[config.mk]
export PLATFORM = sky130hd
export DESIGN_NAME = grid_local_minimum_sum
export DESIGN_NICKNAME = d
export VERILOG_FILES = /design/src/design/glms_pkg.sv /design/src/design/glms_ram.sv /design/src/design/glms_line_store.sv /design/src/design/grid_local_minimum_sum.sv
export SDC_FILE = /design/constraint.sdc
export NUM_CORES = 2
export LEC_CHECK = 0
export BUFFER_PORTS_ARGS = -buffer_cell sky130_fd_sc_hd__buf_2
export CORE_MARGIN = 2
export CORE_UTILIZATION = 40
export DETAILED_ROUTE_END_ITERATION = 8
export SYNTH_ARGS = -nofsm -noshare
export SYNTH_HDL_FRONTEND = slang
export SYNTH_HIERARCHICAL = 1
export SYNTH_SLANG_ARGS = --single-unit
[constraint.sdc]
create_clock -name clock -period 19.6 [get_ports clock]
set_input_delay 2.94 -clock clock [delete_from_list [all_inputs] [get_ports clock]]
set_output_delay 2.94 -clock clock [all_outputs]
set_load 0.01 [all_outputs]
[src/design/glms_pkg.sv]
// ----------------------------------------------------------------------------
// glms_pkg
// Shared widths, register indexes, types and compare helpers for the
// grid local minimum sum block.
// ----------------------------------------------------------------------------
package glms_pkg;

   localparam int HEIGHT_W        = 4;
   localparam int SUM_W           = 20;
   localparam int DIM_W           = 9;
   localparam int CSR_IDX_W       = 2;
   localparam int DEF_MAX_COLUMNS = 256;
   localparam int DEF_MAX_ROWS    = 256;

   localparam logic [SUM_W-1:0]     SUM_MAX   = '1;
   localparam logic [DIM_W-1:0]     DIM_RESET = 9'd256;
   localparam logic [CSR_IDX_W-1:0] CSR_COLUMNS = 2'd0;
   localparam logic [CSR_IDX_W-1:0] CSR_ROWS    = 2'd1;

   typedef struct packed {
      logic wr_en;
      logic clear;
   } ls_ctrl_type;

   typedef struct packed {
      logic [HEIGHT_W-1:0] up;
      logic [HEIGHT_W-1:0] up_right;
      logic [HEIGHT_W-1:0] up2;
   } nbr_type;

   function automatic logic is_low(
      input logic [HEIGHT_W-1:0] v,
      input logic                has_l,
      input logic [HEIGHT_W-1:0] l,
      input logic                has_r,
      input logic [HEIGHT_W-1:0] r,
      input logic                has_u,
      input logic [HEIGHT_W-1:0] u,
      input logic                has_d,
      input logic [HEIGHT_W-1:0] d
   );
      return (!has_l || (v < l)) && (!has_r || (v < r)) &&
             (!has_u || (v < u)) && (!has_d || (v < d));
   endfunction

   function automatic logic [HEIGHT_W:0] risk_of(
      input logic                low,
      input logic [HEIGHT_W-1:0] v
   );
      return low ? ({1'b0, v} + (HEIGHT_W+1)'(1)) : '0;
   endfunction

endpackage

[src/design/glms_ram.sv]
// ----------------------------------------------------------------------------
// glms_ram
// Generic single write port, single read port RAM with registered read.
// ----------------------------------------------------------------------------
module glms_ram #(
   parameter int WIDTH = 4,
   parameter int DEPTH = 256,
   localparam int AW = (DEPTH > 1) ? $clog2(DEPTH) : 1
) (
   input  logic             clock,
   input  logic             wr_en,
   input  logic [AW-1:0]    wr_addr,
   input  logic [WIDTH-1:0] wr_data,
   input  logic [AW-1:0]    rd_addr,
   output logic [WIDTH-1:0] rd_data
);

   logic [WIDTH-1:0] mem_ff [DEPTH];
   logic [WIDTH-1:0] rd_data_ff;

   always_ff @(posedge clock) begin
      if (wr_en) begin
         mem_ff[wr_addr] <= wr_data;
      end
      rd_data_ff <= mem_ff[rd_addr];
   end

   assign rd_data = rd_data_ff;

endmodule

[src/design/glms_line_store.sv]
// ----------------------------------------------------------------------------
// glms_line_store
// Two line stores (previous row and the row before it) with prefetched
// reads, write bypass and a fill count that makes unwritten entries read 0.
// ----------------------------------------------------------------------------
module glms_line_store #(
   parameter int MAX_COLUMNS = glms_pkg::DEF_MAX_COLUMNS,
   localparam int CW = (MAX_COLUMNS > 1) ? $clog2(MAX_COLUMNS) : 1
) (
   input  logic                          clock,
   input  logic                          reset,
   input  glms_pkg::ls_ctrl_type         ctrl,
   input  logic [CW-1:0]                 wr_col,
   input  logic [glms_pkg::HEIGHT_W-1:0] wr_height,
   input  logic [CW-1:0]                 rd_col,
   output glms_pkg::nbr_type             nbr
);
   import glms_pkg::*;

   localparam int FW = $clog2(MAX_COLUMNS + 1);

   logic [FW-1:0]       fill_ff, fill_in;
   logic [FW-1:0]       wr_end, rd_pos, rd_right;
   logic [FW-1:0]       rd_pos_ff, rd_right_ff;
   logic                hit_ff, hit_right_ff;
   logic [HEIGHT_W-1:0] wr_height_ff, older_wdata_ff;
   logic [HEIGHT_W-1:0] prev_q, prev_right_q, older_q, older_wdata;

   assign wr_end   = FW'(wr_col) + FW'(1);
   assign rd_pos   = FW'(rd_col);
   assign rd_right = FW'(rd_col) + FW'(1);

   always_comb begin
      fill_in = fill_ff;
      if (ctrl.wr_en) begin
         if (ctrl.clear) begin
            fill_in = '0;
         end else if (wr_end > fill_ff) begin
            fill_in = wr_end;
         end
      end
   end

   always_ff @(posedge clock) begin
      if (reset) begin
         fill_ff      <= '0;
         hit_ff       <= 1'b0;
         hit_right_ff <= 1'b0;
      end else begin
         fill_ff      <= fill_in;
         hit_ff       <= ctrl.wr_en && (FW'(wr_col) == rd_pos);
         hit_right_ff <= ctrl.wr_en && (FW'(wr_col) == rd_right);
      end
   end

   always_ff @(posedge clock) begin
      rd_pos_ff      <= rd_pos;
      rd_right_ff    <= rd_right;
      wr_height_ff   <= wr_height;
      older_wdata_ff <= older_wdata;
   end

   // the previous row entry moves down into the older store
   assign older_wdata = nbr.up;

   always_comb begin
      nbr.up       = (rd_pos_ff < fill_ff) ?
                     (hit_ff ? wr_height_ff : prev_q) : '0;
      nbr.up_right = (rd_right_ff < fill_ff) ?
                     (hit_right_ff ? wr_height_ff : prev_right_q) : '0;
      nbr.up2      = (rd_pos_ff < fill_ff) ?
                     (hit_ff ? older_wdata_ff : older_q) : '0;
   end

   glms_ram #(
      .WIDTH (HEIGHT_W),
      .DEPTH (MAX_COLUMNS)
   ) u_prev_row (
      .clock   (clock),
      .wr_en   (ctrl.wr_en),
      .wr_addr (wr_col),
      .wr_data (wr_height),
      .rd_addr (rd_col),
      .rd_data (prev_q)
   );

   glms_ram #(
      .WIDTH (HEIGHT_W),
      .DEPTH (MAX_COLUMNS)
   ) u_prev_row_right (
      .clock   (clock),
      .wr_en   (ctrl.wr_en),
      .wr_addr (wr_col),
      .wr_data (wr_height),
      .rd_addr (CW'(rd_right)),
      .rd_data (prev_right_q)
   );

   glms_ram #(
      .WIDTH (HEIGHT_W),
      .DEPTH (MAX_COLUMNS)
   ) u_older_row (
      .clock   (clock),
      .wr_en   (ctrl.wr_en),
      .wr_addr (wr_col),
      .wr_data (older_wdata),
      .rd_addr (rd_col),
      .rd_data (older_q)
   );

endmodule

[src/design/grid_local_minimum_sum.sv]
// ----------------------------------------------------------------------------
// grid_local_minimum_sum
// Result path: last request -> input register -> result register -> rsp_risk_sum.
// Throughput: one request per cycle unless a held result stalls the frame end;
// line store reads for the next cell are issued from the next column position.
// Reset: synchronous; clears position, sum and fill count, no clearing pass.
// ----------------------------------------------------------------------------
module grid_local_minimum_sum #(
   parameter int MAX_COLUMNS = glms_pkg::DEF_MAX_COLUMNS,
   parameter int MAX_ROWS    = glms_pkg::DEF_MAX_ROWS
) (
   input  logic                           clock,
   input  logic                           reset,
   input  logic                           req_valid,
   output logic                           req_stall,
   input  logic [glms_pkg::HEIGHT_W-1:0]  req_height,
   output logic                           rsp_valid,
   input  logic                           rsp_stall,
   output logic [glms_pkg::SUM_W-1:0]     rsp_risk_sum,
   input  logic                           csr_valid,
   output logic                           csr_ready,
   input  logic [glms_pkg::CSR_IDX_W-1:0] csr_index,
   input  logic [glms_pkg::DIM_W-1:0]     csr_data
);
   import glms_pkg::*;

   localparam int CW  = (MAX_COLUMNS > 1) ? $clog2(MAX_COLUMNS) : 1;
   localparam int RW  = (MAX_ROWS > 1) ? $clog2(MAX_ROWS) : 1;
   localparam int CFW = $clog2(MAX_COLUMNS + 1);
   localparam int RFW = $clog2(MAX_ROWS + 1);
   localparam int CKW = (CFW > DIM_W) ? CFW : DIM_W;
   localparam int RKW = (RFW > DIM_W) ? RFW : DIM_W;
   localparam int TW  = SUM_W + 2;

   logic [DIM_W-1:0]    cols_ff, rows_ff;
   logic [CKW-1:0]      cols_k, ncol, col_pos;
   logic [RKW-1:0]      rows_k, nrow, row_pos;
   logic [CW-1:0]       col_ff, col_in;
   logic [RW-1:0]       row_ff, row_in;
   logic                in_valid_ff, in_valid_in;
   logic [HEIGHT_W-1:0] height_ff, height_in;
   logic                out_valid_ff, out_valid_in;
   logic [SUM_W-1:0]    risk_ff, risk_in;
   logic [SUM_W-1:0]    sum_ff, sum_in, sum_sat;
   logic [HEIGHT_W-1:0] left1_ff, left1_in, left2_ff, left2_in, upl_ff, upl_in;
   logic                last_col, last_row, frame_end;
   logic                has_up, has_up2, has_left, has_left2;
   logic                low_up, low_left, low_self;
   logic                out_free, process, accept;
   logic [TW-1:0]       total;
   ls_ctrl_type         ls_ctrl;
   nbr_type             nbr;

   // configuration
   assign csr_ready = 1'b1;

   always_ff @(posedge clock) begin
      if (reset) begin
         cols_ff <= DIM_RESET;
         rows_ff <= DIM_RESET;
      end else if (csr_valid && csr_ready) begin
         case (csr_index)
            CSR_COLUMNS: begin
               cols_ff <= csr_data;
            end
            CSR_ROWS: begin
               rows_ff <= csr_data;
            end
            default: begin
            end
         endcase
      end
   end

   assign cols_k = CKW'(cols_ff);
   assign rows_k = RKW'(rows_ff);
   assign ncol   = (cols_k == '0) ? CKW'(1) :
                   (cols_k > CKW'(MAX_COLUMNS)) ? CKW'(MAX_COLUMNS) : cols_k;
   assign nrow   = (rows_k == '0) ? RKW'(1) :
                   (rows_k > RKW'(MAX_ROWS)) ? RKW'(MAX_ROWS) : rows_k;

   // position of the cell in the input register
   assign col_pos   = CKW'(col_ff) + CKW'(1);
   assign row_pos   = RKW'(row_ff) + RKW'(1);
   assign last_col  = col_pos >= ncol;
   assign last_row  = row_pos >= nrow;
   assign frame_end = last_col && last_row;
   assign has_up    = row_ff != '0;
   assign has_up2   = row_ff > RW'(1);
   assign has_left  = col_ff != '0;
   assign has_left2 = col_ff > CW'(1);

   // handshake
   assign out_free  = !out_valid_ff || !rsp_stall;
   assign process   = in_valid_ff && (!frame_end || out_free);
   assign req_stall = in_valid_ff && !process;
   assign accept    = req_valid && !req_stall;
   assign rsp_valid    = out_valid_ff;
   assign rsp_risk_sum = risk_ff;

   // low point decisions
   assign low_up   = has_up &&
                     is_low(nbr.up, has_left, upl_ff, !last_col, nbr.up_right,
                            has_up2, nbr.up2, 1'b1, height_ff);
   assign low_left = last_row && has_left &&
                     is_low(left1_ff, has_left2, left2_ff, 1'b1, height_ff,
                            has_up, upl_ff, 1'b0, '0);
   assign low_self = frame_end &&
                     is_low(height_ff, has_left, left1_ff, 1'b0, '0,
                            has_up, nbr.up, 1'b0, '0);

   assign total   = {2'b00, sum_ff} + TW'(risk_of(low_up, nbr.up)) +
                    TW'(risk_of(low_left, left1_ff)) + TW'(risk_of(low_self, height_ff));
   assign sum_sat = (total > {2'b00, SUM_MAX}) ? SUM_MAX : total[SUM_W-1:0];

   always_comb begin
      in_valid_in  = accept || (in_valid_ff && !process);
      height_in    = accept ? req_height : height_ff;
      out_valid_in = out_valid_ff && rsp_stall;
      risk_in      = risk_ff;
      col_in       = col_ff;
      row_in       = row_ff;
      sum_in       = sum_ff;
      left1_in     = left1_ff;
      left2_in     = left2_ff;
      upl_in       = upl_ff;
      if (process) begin
         left1_in = frame_end ? '0 : height_ff;
         left2_in = left1_ff;
         upl_in   = nbr.up;
         if (last_col) begin
            col_in = '0;
            row_in = last_row ? '0 : (row_ff + RW'(1));
         end else begin
            col_in = col_ff + CW'(1);
         end
         if (frame_end) begin
            out_valid_in = 1'b1;
            risk_in      = sum_sat;
            sum_in       = '0;
         end else begin
            sum_in = sum_sat;
         end
      end
   end

   always_ff @(posedge clock) begin
      if (reset) begin
         in_valid_ff  <= 1'b0;
         out_valid_ff <= 1'b0;
         col_ff       <= '0;
         row_ff       <= '0;
         sum_ff       <= '0;
         left1_ff     <= '0;
      end else begin
         in_valid_ff  <= in_valid_in;
         out_valid_ff <= out_valid_in;
         col_ff       <= col_in;
         row_ff       <= row_in;
         sum_ff       <= sum_in;
         left1_ff     <= left1_in;
      end
   end

   always_ff @(posedge clock) begin
      height_ff <= height_in;
      risk_ff   <= risk_in;
      left2_ff  <= left2_in;
      upl_ff    <= upl_in;
   end

   assign ls_ctrl.wr_en = process;
   assign ls_ctrl.clear = frame_end;

   glms_line_store #(
      .MAX_COLUMNS (MAX_COLUMNS)
   ) u_line_store (
      .clock     (clock),
      .reset     (reset),
      .ctrl      (ls_ctrl),
      .wr_col    (col_ff),
      .wr_height (height_ff),
      .rd_col    (col_in),
      .nbr       (nbr)
   );

endmodule

==> reports/qor.yml <==
status:
  status: "finished, final reports clean"
logic_synthesis:
  yosysSeqAreaShare_pct: 73.2
  async_flop_share_pct: 0
  synth_nets: 7134
  synthCells: 7020
  synthMuxAreaShare_pct: 14.9
  synth_adder_area_share_pct: 0.961
  synth_top_family_by_area: "multiplexers"
  ys.flop_type: "edfxtp_1"
  synth.distinct_cells: 83
  synthXorXnorAreaFrac_pct: 0.323
  synth_compound_area_share_pct: 3.26
  synth-edff-count: 3104
  synthSimpleGateAreaFrac_pct: 5.42
  yosysWarnings: 6
  syn_area_per_cell_sq_um: 18.5
  ys_ff_latch: 3212
  syn_area_sq_um: 130000
die:
  io_pins: 43
  initial_utilization_pct: 40.2
  die_x_um: 575
  die_y_um: 575
  coreArea_sq_um: 324000
  dieArea_sq_um: 330000
  rows: 209
global_routing:
  grt-ovfl-total: 0
  grt_max_degree: 258
  grt_pass1_wl_mm: 471
  antenna_found_initial: 16
  first_global_vias: 68800
  grt_usage_pct: 19.1
detailed_routing:
  num_vias: 67300
  drt_first_pass_iters: 6
  via_per_inst: 5.76
  wl_per_cell_um: 27.4
  antenna_left: 0
  drtIter0Drc: 6968
  wl_mm: 321
  drcViolationCount: 0
sta:
  slew_headroom_pct: 10.5
  hold_violations: 0
  post-route-period-util_pct: 50.0
  slew_violations: 0
  max_slew.worst_pin.slew_ns: 1.31
  fin_worst_skew_ns: 0.0967
  fmax_mhz: 102
  setup_tns_ns: 0
  rsz0062_at_grt: "false"
  finalSetupViolations: 0
  layout_min_cycle_time_ns: 9.80
clock_tree:
  numCtsBuffers: 330
  clockBufferDepth: 4
  clk-insertion-delay-late_ns: 0.94
  cts_sinks: 3212
  post_cts_buffers: 0
  path_clk_slew_ns: 0.06
  cts_hold_buf: 0
  h-tree-depth: 5
  cts.repair.resized: 0
  cts_tree: "yes"
  clockRootBuffer: "clkbuf_16"
worst_setup_path:
  crit_slowest_cell: "dfxtp_2"
  rr_worst_depth: 22
  critPathTopFamily: "buffers and inverters"
  required_ns: 20.36
  arrival_ns: 10.56
  end_kind: "flip-flop"
  slowest_delay_ns: 0.87
  reg2reg_slack_ns: 9.80
  timing.rr.start: "col_ff[1]"
  path_buf_inv: 5
  crit_fanout: 85
  crit_type: "reg -> reg"
  start_kind: "flip-flop"
  worstReg2RegEnd: "u_line_store/u_prev_row/rd_data[1]"
  path_cells: "ha_1, and3_1, and3_1, xor2_1, ha_1, o21ai_0, o211ai_1, a21o_1, nand2_1, o31ai_2, mux2_8, buf_12, buf_12, buf_4, buf_4, buf_4, mux4_2, mux4_2, nand2_1, nand2_1, nor3_1, o211ai_1"
min_path:
  hold_class: "reg -> reg"
  min_path_cells: 2
  hold-path-endpoint: "u_line_store/fill_ff[1]"
  worstHoldStart: "u_line_store/fill_ff[1]"
cells_and_area:
  drive_gt1_share_pct: 20.4
  fill_cells: 27300
  layout.nets: 7210
  final_cells: 11700
  syn_to_final_growth_pct: 11.9
placed_design:
  place.gp.congestion: 0.847
  numPortBuffers: 41
  dp_hpwl_mm: 190
  post-place-cells: 11100
power:
  ir_drop_mv: 0.0855
  leakage_nw: 44.7
  p_per_area_nw_per_um2: 101
flow_run:
  drv_cap: 0
## worst max-delay path by stage
| stage | startpoint | to | slack (ns) | depth (start not counted) |
|---|---|---|---|---|
| finish | col_ff[1] | u_line_store/u_prev_row/rd_data[1] | 9.80 | 22 |
| global route | col_ff[0] | u_line_store/u_prev_row/rd_data[1] | 8.78 | 22 |
| CTS | col_ff[0] | u_line_store/u_prev_row/rd_data[1] | 9.53 | 22 |
| detailed placement | rsp_stall | u_line_store/u_prev_row/rd_data[1] | 9.46 | 15 |
| global placement | rsp_stall | u_line_store/u_prev_row/rd_data[1] | 9.55 | 15 |
| floorplan | u_line_store/fill_ff[4] | rsp_risk_sum[15] | 1.88 | 25 |
## sequential cells by signal (all words and copies together) (netlist names), 9 cells and up
| signal | flops |
|---|---|
| cols_ff | 9 |
| rows_ff | 9 |
| rsp_risk_sum | 20 |
| sum_ff | 20 |
| u_line_store/fill_ff | 9 |
| u_line_store/rd_right_ff | 9 |
| u_line_store/u_older_row/mem_ff | 1024 |
| u_line_store/u_prev_row/mem_ff | 1024 |
| u_line_store/u_prev_row_right/mem_ff | 1024 |
## stage by stage
stage	setup WS [ns]	power, mW	area [sq um]	hold slack (ns)	utilization, %
5_1_grt	8.78	15.2	146000	0.511	45.0
3_3_place_gp	9.55	8.70	135000	0.442	41.7
6_report	9.80	14.8	146000	0.470	45.0
2_1_floorplan	1.88	8.54	130000	0.432	-
3_5_place_dp	9.46	8.72	135000	0.453	41.7
4_1_cts	9.53	14.9	146000	0.463	45.0
## placed cells by master, fill, tap and decap left out, types with 18 or more instances in the layout
master     Yosys  routed
edfxtp_1    3104    3104
nor2_1       871     871
mux4_2       750     750
clkbuf_16      0     336
nand2_1      229     228
mux2i_1      223     223
nand3_1      144     118
buf_4         36     114
dfxtp_1      108     100
a22oi_1       96      96
nor2b_1       85      85
ha_1          84      83
o21ai_0       79      78
a21oi_1       66      64
inv_1         65      64
clkinv_1       3      64
clkinv_2       0      63
nand4_1       59      59
clkbuf_1     220      58
nand2b_1      51      51
o211ai_1      46      46
buf_2         67      42
a211oi_1      40      40
o221ai_1      35      35
o22ai_1       31      31
nor3_1        31      30
a31oi_1       32      29
bufinv_16      0      28
a221oi_1      32      28
nand3_2        1      27
xor2_1        24      23
a21o_1        20      20
xnor2_1       24      20
and3_1        20      20
nor4_1        19      19
mux2_2        19      18
## worst min-delay path: stages (launching register included)
cell     delay, ns
dfxtp_1       0.31
nand2_1       0.06
a21oi_1       0.06
## cells by family after synthesis
family                   after synthesis
multiplexers                         992
adder cells (fa/ha/maj)               94
other                                  1
flip-flops                          3212
buffers and inverters                494
AND/OR/NAND/NOR                     1589
XOR/XNOR                              48
AO/OA/AOI/OAI                        590
## per-layer routing
layer	GRT usage, %	routed length (um)	vias up	share of wire, %
met1	26.3	133000	35700	41
met4	5.58	9500	10	3.0
met5	0	62	-	0.019
met3	3.05	22800	538	7.1
li1	-	-	28500	-
met2	31.3	156000	2553	49
## layout make-up
cell class / instances / area [sq um] / share of cell area [%]
flip-flops and latches: 3212 / 95400 / 65.5
multi-input cells: 3314 / 32700 / 22.4
clock buffers: 405 / 8780 / 6.02
well taps: 4325 / 5410 / 3.71
clock inverters: 198 / 1930 / 1.33
repair buffers: 166 / 1240 / 0.852
inverters: 72 / 278 / 0.191
diodes: 2 / 5.00 / 0.00343
## cells in the mapped netlist, drive strengths merged, types with 59 or more instances
master / n / area [sq um]
edfxtp: 3104 / 93200
nor2: 872 / 3280
mux4: 750 / 16900
nand2: 229 / 860
mux2i: 223 / 2230
clkbuf: 221 / 831
buf: 201 / 1420
nand3: 145 / 731
dfxtp: 108 / 2160
a22oi: 96 / 721
nor2b: 85 / 532
ha: 84 / 1050
o21ai: 81 / 405
inv: 69 / 259
a21oi: 67 / 347
nand4: 59 / 369
## where the power goes
group          switching [mW]  total, mW  internal [mW]  leakage, nW
logic                   0.550      0.915          0.364         10.5
clock network            2.64       6.21           3.58         5.23
registers              0.0187       7.64           7.62         29.0
total                    3.21       14.8           11.6         44.7
Note: power is estimated with default switching activity, not from simulation.
